### src/hdl/fqkl_pkg.sv
// shared types and codes for the keyed fifo queue
package fqkl_pkg;

  localparam logic [1:0] CMD_INSERT = 2'd0;
  localparam logic [1:0] CMD_REMOVE = 2'd1;
  localparam logic [1:0] CMD_LOOKUP = 2'd2;

  typedef enum logic [1:0] {
    ST_OK        = 2'd0,
    ST_EMPTY     = 2'd1,
    ST_NOT_FOUND = 2'd2,
    ST_FULL      = 2'd3
  } status_e;

  typedef enum logic [1:0] {
    OP_INSERT,
    OP_REMOVE,
    OP_LOOKUP,
    OP_NOP
  } op_e;

  typedef enum logic [1:0] {
    BK_IDLE,
    BK_REMOVE,
    BK_LOOKUP
  } back_state_e;

  typedef struct packed {
    logic [1:0]         cmd;
    logic signed [31:0] key;
    logic [31:0]        info_in;
  } in_t;

  typedef struct packed {
    logic [1:0]  status;
    logic [31:0] info_out;
    logic [4:0]  count;
  } out_t;

  typedef struct packed {
    op_e         op;
    logic [31:0] key;
    logic [31:0] info;
  } job_t;

endpackage

### src/hdl/fqkl_front.sv
// front end: accepts beats, decodes the command and holds them in a two entry queue
module fqkl_front (
  input  logic          clk_i,
  input  logic          rst_ni,
  input  logic          in_valid_i,
  output logic          in_ready_o,
  input  fqkl_pkg::in_t in_data_i,
  output logic          job_valid_o,
  input  logic          job_ready_i,
  output fqkl_pkg::job_t job_o
);

  fqkl_pkg::job_t q_mem [2];
  fqkl_pkg::job_t new_job;
  logic       wr_ptr_q, wr_ptr_d;
  logic       rd_ptr_q, rd_ptr_d;
  logic [1:0] fill_q, fill_d;
  logic       push, pop;

  always_comb begin
    new_job.key  = in_data_i.key;
    new_job.info = in_data_i.info_in;
    case (in_data_i.cmd)
      fqkl_pkg::CMD_INSERT: new_job.op = fqkl_pkg::OP_INSERT;
      fqkl_pkg::CMD_REMOVE: new_job.op = fqkl_pkg::OP_REMOVE;
      fqkl_pkg::CMD_LOOKUP: new_job.op = fqkl_pkg::OP_LOOKUP;
      default:              new_job.op = fqkl_pkg::OP_NOP;
    endcase
  end

  assign in_ready_o  = (fill_q != 2'd2);
  assign job_valid_o = (fill_q != 2'd0);
  assign job_o       = q_mem[rd_ptr_q];
  assign push        = in_valid_i && in_ready_o;
  assign pop         = job_valid_o && job_ready_i;

  always_comb begin
    wr_ptr_d = push ? ~wr_ptr_q : wr_ptr_q;
    rd_ptr_d = pop ? ~rd_ptr_q : rd_ptr_q;
    fill_d   = fill_q + {1'b0, push} - {1'b0, pop};
  end

  always_ff @(posedge clk_i or negedge rst_ni) begin
    if (!rst_ni) begin
      wr_ptr_q <= 1'b0;
      rd_ptr_q <= 1'b0;
      fill_q   <= 2'd0;
    end else begin
      wr_ptr_q <= wr_ptr_d;
      rd_ptr_q <= rd_ptr_d;
      fill_q   <= fill_d;
    end
  end

  always_ff @(posedge clk_i) begin
    if (push) begin
      q_mem[wr_ptr_q] <= new_job;
    end
  end

endmodule

### src/hdl/fqkl_back.sv
// back end: ring storage, pointers, key scan and result register
module fqkl_back #(
  parameter int DEPTH      = 16,
  parameter int INFO_WIDTH = 32
) (
  input  logic           clk_i,
  input  logic           rst_ni,
  input  logic           job_valid_i,
  output logic           job_ready_o,
  input  fqkl_pkg::job_t job_i,
  output logic           out_valid_o,
  input  logic           out_ready_i,
  output fqkl_pkg::out_t out_data_o
);

  localparam int PW = $clog2(DEPTH);
  localparam int CW = $clog2(DEPTH + 1);
  localparam int IW = (INFO_WIDTH < 32) ? INFO_WIDTH : 32;

  fqkl_pkg::back_state_e state_q, state_d;

  logic [31:0]   key_mem  [DEPTH];
  logic [IW-1:0] info_mem [DEPTH];
  logic [31:0]   rd_key_q;
  logic [IW-1:0] rd_info_q;
  logic          wr_en;
  logic [PW-1:0] rd_addr;

  logic [PW-1:0] head_q, head_d;
  logic [PW-1:0] tail_q, tail_d;
  logic [PW-1:0] scan_q, scan_d;
  logic [CW-1:0] cnt_q, cnt_d;
  logic [CW-1:0] left_q, left_d;
  logic [31:0]   jkey_q, jkey_d;

  logic           out_valid_q, out_valid_d;
  fqkl_pkg::out_t out_q, out_d;

  logic          slot_free, pop, hit, last, is_empty, is_full;
  logic          res_load;
  fqkl_pkg::status_e res_status;
  logic [IW-1:0] res_info;
  logic [CW-1:0] res_cnt;
  logic [31:0]   res_cnt_wide;

  function automatic logic [PW-1:0] ptr_next(input logic [PW-1:0] p);
    return (p == PW'(DEPTH - 1)) ? '0 : PW'(p + 1'b1);
  endfunction

  assign slot_free   = !out_valid_q || out_ready_i;
  assign job_ready_o = (state_q == fqkl_pkg::BK_IDLE) && slot_free;
  assign pop         = job_valid_i && job_ready_o;
  assign hit         = (rd_key_q == jkey_q);
  assign last        = (left_q == CW'(1));
  assign is_empty    = (cnt_q == '0);
  assign is_full     = (cnt_q == CW'(DEPTH));

  // next state
  always_comb begin
    state_d = state_q;
    case (state_q)
      fqkl_pkg::BK_IDLE: begin
        if (pop && !is_empty) begin
          if (job_i.op == fqkl_pkg::OP_REMOVE) begin
            state_d = fqkl_pkg::BK_REMOVE;
          end else if (job_i.op == fqkl_pkg::OP_LOOKUP) begin
            state_d = fqkl_pkg::BK_LOOKUP;
          end
        end
      end
      fqkl_pkg::BK_REMOVE: state_d = fqkl_pkg::BK_IDLE;
      fqkl_pkg::BK_LOOKUP: begin
        if (hit || last) begin
          state_d = fqkl_pkg::BK_IDLE;
        end
      end
      default: state_d = fqkl_pkg::BK_IDLE;
    endcase
  end

  // datapath and result
  always_comb begin
    head_d     = head_q;
    tail_d     = tail_q;
    scan_d     = scan_q;
    cnt_d      = cnt_q;
    left_d     = left_q;
    jkey_d     = jkey_q;
    wr_en      = 1'b0;
    rd_addr    = head_q;
    res_load   = 1'b0;
    res_status = fqkl_pkg::ST_OK;
    res_info   = '0;
    res_cnt    = cnt_q;
    case (state_q)
      fqkl_pkg::BK_IDLE: begin
        if (pop) begin
          // head entry is read on this edge for remove and for the first compare
          jkey_d = job_i.key;
          scan_d = ptr_next(head_q);
          left_d = cnt_q;
          case (job_i.op)
            fqkl_pkg::OP_INSERT: begin
              res_load = 1'b1;
              if (is_full) begin
                res_status = fqkl_pkg::ST_FULL;
              end else begin
                wr_en   = 1'b1;
                tail_d  = ptr_next(tail_q);
                cnt_d   = CW'(cnt_q + 1'b1);
                res_cnt = CW'(cnt_q + 1'b1);
              end
            end
            fqkl_pkg::OP_REMOVE, fqkl_pkg::OP_LOOKUP: begin
              if (is_empty) begin
                res_load   = 1'b1;
                res_status = fqkl_pkg::ST_EMPTY;
              end
            end
            default: begin
              res_load = 1'b1;
            end
          endcase
        end
      end
      fqkl_pkg::BK_REMOVE: begin
        head_d   = ptr_next(head_q);
        cnt_d    = CW'(cnt_q - 1'b1);
        res_load = 1'b1;
        res_info = rd_info_q;
        res_cnt  = CW'(cnt_q - 1'b1);
      end
      fqkl_pkg::BK_LOOKUP: begin
        // one read issued and one key compared per cycle
        rd_addr = scan_q;
        scan_d  = ptr_next(scan_q);
        left_d  = CW'(left_q - 1'b1);
        if (hit) begin
          res_load = 1'b1;
          res_info = rd_info_q;
        end else if (last) begin
          res_load   = 1'b1;
          res_status = fqkl_pkg::ST_NOT_FOUND;
        end
      end
      default: begin
      end
    endcase
  end

  assign res_cnt_wide = 32'(res_cnt);

  always_comb begin
    out_valid_d = out_valid_q && !out_ready_i;
    out_d       = out_q;
    if (res_load) begin
      out_valid_d    = 1'b1;
      out_d.status   = res_status;
      out_d.info_out = 32'(res_info);
      out_d.count    = res_cnt_wide[4:0];
    end
  end

  always_ff @(posedge clk_i or negedge rst_ni) begin
    if (!rst_ni) begin
      state_q     <= fqkl_pkg::BK_IDLE;
      head_q      <= '0;
      tail_q      <= '0;
      cnt_q       <= '0;
      out_valid_q <= 1'b0;
    end else begin
      state_q     <= state_d;
      head_q      <= head_d;
      tail_q      <= tail_d;
      cnt_q       <= cnt_d;
      out_valid_q <= out_valid_d;
    end
  end

  always_ff @(posedge clk_i) begin
    scan_q <= scan_d;
    left_q <= left_d;
    jkey_q <= jkey_d;
    out_q  <= out_d;
  end

  always_ff @(posedge clk_i) begin
    if (wr_en) begin
      key_mem[tail_q]  <= job_i.key;
      info_mem[tail_q] <= job_i.info[IW-1:0];
    end
    rd_key_q  <= key_mem[rd_addr];
    rd_info_q <= info_mem[rd_addr];
  end

  assign out_valid_o = out_valid_q;
  assign out_data_o  = out_q;

endmodule

### src/hdl/fifo_queue_with_key_lookup_top.sv
// top level of the fifo queue with key lookup
//
//  channel | direction | handshake             | payload
//  in      | input     | in_valid_i/in_ready_o  | in_data_i  (cmd, key, info_in)
//  out     | output    | out_valid_o/out_ready_i| out_data_o (status, info_out, count)
//
// insert and unused commands are answered from the idle state, remove passes the remove
// state, lookup compares n records (at most the count, so at most DEPTH) in its scan;
// the single read port of the key store compares one key per cycle.
// a two entry queue sits in front and a result register at the back, so beats are
// taken while a result waits. reset clears pointers, counts, state and output valid
// only; the stores need no clearing pass since only held records are ever read.
module fifo_queue_with_key_lookup_top #(
  parameter int DEPTH      = 16,
  parameter int INFO_WIDTH = 32
) (
  input  logic           clk_i,
  input  logic           rst_ni,
  input  logic           in_valid_i,
  output logic           in_ready_o,
  input  fqkl_pkg::in_t  in_data_i,
  output logic           out_valid_o,
  input  logic           out_ready_i,
  output fqkl_pkg::out_t out_data_o
);

  logic           job_valid;
  logic           job_ready;
  fqkl_pkg::job_t job;

  fqkl_front u_front (
    .clk_i       (clk_i),
    .rst_ni      (rst_ni),
    .in_valid_i  (in_valid_i),
    .in_ready_o  (in_ready_o),
    .in_data_i   (in_data_i),
    .job_valid_o (job_valid),
    .job_ready_i (job_ready),
    .job_o       (job)
  );

  fqkl_back #(
    .DEPTH      (DEPTH),
    .INFO_WIDTH (INFO_WIDTH)
  ) u_back (
    .clk_i       (clk_i),
    .rst_ni      (rst_ni),
    .job_valid_i (job_valid),
    .job_ready_o (job_ready),
    .job_i       (job),
    .out_valid_o (out_valid_o),
    .out_ready_i (out_ready_i),
    .out_data_o  (out_data_o)
  );

endmodule

### config.mk
export PLATFORM = sky130hd
export DESIGN_NAME = fifo_queue_with_key_lookup_top
export DESIGN_NICKNAME = d
export VERILOG_FILES = /design/src/hdl/fqkl_pkg.sv /design/src/hdl/fqkl_front.sv /design/src/hdl/fqkl_back.sv /design/src/hdl/fifo_queue_with_key_lookup_top.sv
export SDC_FILE = /design/constraint.sdc
export NUM_CORES = 2
export LEC_CHECK = 0
export ABC_CLOCK_PERIOD_IN_PS = 14100
export BUFFER_PORTS_ARGS = -buffer_cell sky130_fd_sc_hd__buf_2
export CORE_MARGIN = 4
export CORE_UTILIZATION = 25
export DETAILED_ROUTE_END_ITERATION = 7
export HOLD_SLACK_MARGIN = 0.1
export PLACE_DENSITY = 0.38
export SYNTH_ARGS = -nofsm -noshare
export SYNTH_HDL_FRONTEND = slang
export SYNTH_SLANG_ARGS = --single-unit
### constraint.sdc
create_clock -name clk_i -period 14.1 [get_ports clk_i]
set_input_delay 2.82 -clock clk_i [delete_from_list [all_inputs] [get_ports clk_i]]
set_output_delay 2.82 -clock clk_i [all_outputs]
set_load 0.05 [all_outputs]
==> flow_metrics.env <==
export IMPL_outcome="completed"
export IMPL_synth_warnings=0
export IMPL_first_pass_grt_wire_length_mm=177
export IMPL_clk_transition_reported_paths_ns=0.06
export IMPL_max_incr_delay_on_cp_ns=0.83
export IMPL_post_synth_arst_share_pct=1.52
export IMPL_timing_final_crit_period_ns=5.48
export IMPL_fill_cells=19200
export IMPL_slew_headroom_pct=33.6
export IMPL_routed_wirelength_mm=122
export IMPL_hold_buffer_count_at_cts=0
export IMPL_setup_viol=0
export IMPL_first_pass_iters=4
export IMPL_most_instantiated_flip_flop_cell_in_the_synthesis_netlist="sky130_fd_sc_hd__edfxtp_1"
export IMPL_tritoncts_num_sinks=1320
export IMPL_finalMaxSlewViolations=0
export IMPL_critical_path_required_ns=14.49
export IMPL_final_nets=2621
export IMPL_final_layout_size_suffix_gt1_share_pct=27.0
export IMPL_clock_tree_htree_level_count=4
export IMPL_synth_nets=2428
export IMPL_synth_seq_area_share_pct=78.7
export IMPL_placement_rows=162
export IMPL_drtIter0Drc=1504
export IMPL_power_density_over_the_cells_nw_per_um2=228
export IMPL_crit_path_cell_trace="buf_2 > nand2b_1 > o2111ai_1 > nor2_1 > nand3_1 > nor2_4 > buf_4"
export IMPL_die_wd_um=453
export IMPL_slowest_stage="sky130_fd_sc_hd__buf_4"
export IMPL_drt_antenna_violating_nets=0
export IMPL_postCtsSetupBuffers=0
export IMPL_stdcell_count=5281
export IMPL_power_total_uw=13200
export IMPL_die_height_um=453
export IMPL_globalRoute_totalOverflow=0
export IMPL_grt_start_max_net_pins=129
export IMPL_place_port_buffers=110
export IMPL_clock_network_latency_to_the_later_pin_of_the_worst_skew_pair_ns=0.80
export IMPL_detailed_place_hpwl_mm=66.0
export IMPL_worst_hold_check_path_type="flip-flop to flip-flop"
export IMPL_power_leakage_uw=0.0183
export IMPL_via_per_inst=4.33
export IMPL_ys_ff_latch=1320
export IMPL_critical_path_startpoint_category="primary input"
export IMPL_max_freq_mhz=182
export IMPL_post_route_period_util_pct=38.9
export IMPL_dp_cells=5003
export IMPL_avgSynthCellArea_um2=21.2
export IMPL_cts_buffers=150
export IMPL_start_util_pct=25.3
export IMPL_synth_cell_type_count=45
export IMPL_die_area_um2=205000
export IMPL_via_count_of_the_first_global_routing_pass=25200
export IMPL_netlist_instances=2338
export IMPL_max_cap_violations=0
export IMPL_pin_count=111
export IMPL_critical_path_peak_fanout=47
export IMPL_whs_ns=0.502
export IMPL_track_usage_pct=11.9
export IMPL_critical_path_class="primary input to flip-flop"
export IMPL_syn_area_um2=49400
export IMPL_skew_ns=0.0399
export IMPL_synth_enable_flop_cells=1236
export IMPL_critPathBufInv=2
export IMPL_routed_via_count=22900
export IMPL_cpLargestDelayFamily="simple AND/OR/NAND/NOR gates"
export IMPL_root_buffer="sky130_fd_sc_hd__clkbuf_16"
export IMPL_report_final_hold_viol_count=0
export IMPL_postLayoutCoreUtil_pct=29.6
export IMPL_number_of_antenna_violations_at_the_first_check_in_global_routing=2
export IMPL_unrepaired_setup_endpoints_after_global_routing="false"
export IMPL_critical_path_arrival_ns=5.87
export IMPL_totalNegativeSetupSlack_ns=0
export IMPL_ctsLongestPathBuffers=3
export IMPL_critPathCaptureType="flip-flop"
export IMPL_gp_congestion=0.692
export IMPL_drt_wirelength_per_cell_um=23.0
export IMPL_fp_coreArea_um2=196000
export IMPL_cts_tree="built"
export IMPL_drc=0
export IMPL_worstMarginPinSlew_ns=0.996
export IMPL_syn_to_final_growth_pct=17.4
export IMPL_ir_worst_vdd_uv=182
export IMPL_post_cts_resized=0
-- final timing paths --
| kind | from | to | slack (ns) | cells past startpoint |
|---|---|---|---|---|
| min | u_back.rd_info_q[30] | u_back.out_data_o[35] | 0.50 | 1 |
| min reg2reg | u_back.rd_info_q[30] | u_back.out_data_o[35] | 0.50 | 1 |
| min in group asynchronous | rst_ni | u_back.out_valid_o | 2.01 | 1 |
| max | out_ready_i | u_back.key_mem[15][10] | 8.62 | 7 |
| max in group asynchronous | rst_ni | u_front.rd_ptr_q | 11.66 | 1 |
| max reg2reg | u_back.state_q[0] | u_back.rd_info_q[16] | 8.98 | 11 |
-- area by class of cell --
type                       instances  area (um^2)  share of cell area, %
sequential                      1320        38900                   67.0
multi-input combinational        875        10100                   17.4
clock buffer                     200         4060                   6.99
tap                             2624         3280                   5.66
timing repair buffer             161          971                   1.67
clock inverter                    75          646                   1.11
inverter                          23         86.3                  0.149
antenna                            3         7.51                 0.0129
-- through the flow --
| stage | area [um^2] | setup slack (ns) |
|---|---|---|
| after global placement | 53300 | 7.79 |
| after CTS | 58000 | 8.62 |
| after detailed placement | 53300 | 7.75 |
| after floorplan | 49400 | 3.81 |
| after global routing | 58000 | 8.42 |
| final | 58000 | 8.62 |
-- state kept, by name (all words and copies together), names as in the netlist --
register,count
u_front.q_mem,132
u_back.info_mem,512
u_back.rd_key_q,32
u_back.head_q,4
u_back.key_mem,512
u_back.left_q,5
u_back.scan_q,4
u_back.state_q,2
u_front.rd_ptr_q,1
u_back.rd_info_q,32
u_back.out_data_o,39
u_back.jkey_q,32
u_back.cnt_q,5
u_front.fill_q,2
u_front.wr_ptr_q,1
u_back.tail_q,4
u_back.out_valid_o,1
-- where the power goes --
group          total [uW]  internal, uW  switching [uW]
Combinational        4070          1550            2520
Sequential           5420          5210             216
Clock                3710          2130            1590
Total               13200          8880            4320
-- synthesized netlist by cell type, drive strengths merged, types with 20 or more instances --
cell type / instances / area (um^2)
a211oi: 64 / 480
a31oi: 69 / 432
and2: 100 / 626
buf: 45 / 262
clkbuf: 75 / 282
dfrtp: 20 / 500
dfxtp: 64 / 1280
edfxtp: 1236 / 37100
ha: 20 / 250
inv: 23 / 86.3
mux2: 70 / 788
mux4: 256 / 5770
nand2: 145 / 544
nor2: 21 / 78.8
xnor2: 43 / 377
-- cell families after synthesis --
group / synth area share (%)
AOI/OAI and AO/OA: 2.32
xor gates and xnor gates: 0.797
adders and majority gates: 0.506
buffers and inverters: 1.27
DFF: 78.7
muxes: 13.4
and+or+nand+nor: 3.03
-- per-layer routing --
| layer | up-vias | wire [um] | global-route usage, % |
|---|---|---|---|
| met2 | 408 | 61100 | 20.3 |
| met3 | 164 | 4620 | 2.48 |
| met4 | 0 | 3080 | 3.49 |
| met5 | - | 0 | 0 |
| met1 | 12400 | 52900 | 15.2 |
| li1 | 9951 | - | - |
-- cells in the final DEF (no fill, tap or decap), types with 5 or more instances in the layout --
cell | Yosys | layout
sky130_fd_sc_hd__nor2_4 | 0 | 6
sky130_fd_sc_hd__inv_1 | 23 | 22
sky130_fd_sc_hd__clkinvlp_4 | 0 | 8
sky130_fd_sc_hd__mux4_2 | 256 | 256
sky130_fd_sc_hd__xnor2_1 | 43 | 43
sky130_fd_sc_hd__clkinv_1 | 0 | 31
sky130_fd_sc_hd__clkbuf_16 | 0 | 153
sky130_fd_sc_hd__nand4_1 | 8 | 8
sky130_fd_sc_hd__a21oi_1 | 9 | 9
sky130_fd_sc_hd__a31oi_1 | 69 | 69
sky130_fd_sc_hd__mux2_2 | 70 | 69
sky130_fd_sc_hd__and2_1 | 100 | 96
sky130_fd_sc_hd__o21ai_0 | 9 | 8
sky130_fd_sc_hd__buf_4 | 19 | 48
sky130_fd_sc_hd__dfxtp_1 | 64 | 64
sky130_fd_sc_hd__edfxtp_1 | 1236 | 1236
sky130_fd_sc_hd__nor2_1 | 21 | 15
sky130_fd_sc_hd__nand3_1 | 8 | 8
sky130_fd_sc_hd__nand2_1 | 145 | 145
sky130_fd_sc_hd__clkinv_2 | 0 | 20
sky130_fd_sc_hd__a211oi_1 | 64 | 64
sky130_fd_sc_hd__clkbuf_8 | 0 | 5
sky130_fd_sc_hd__buf_2 | 17 | 110
sky130_fd_sc_hd__dfrtp_1 | 20 | 19
sky130_fd_sc_hd__bufinv_16 | 0 | 5
sky130_fd_sc_hd__ha_1 | 20 | 20
sky130_fd_sc_hd__clkbuf_1 | 75 | 42
Power figures use the tool's default switching activity.
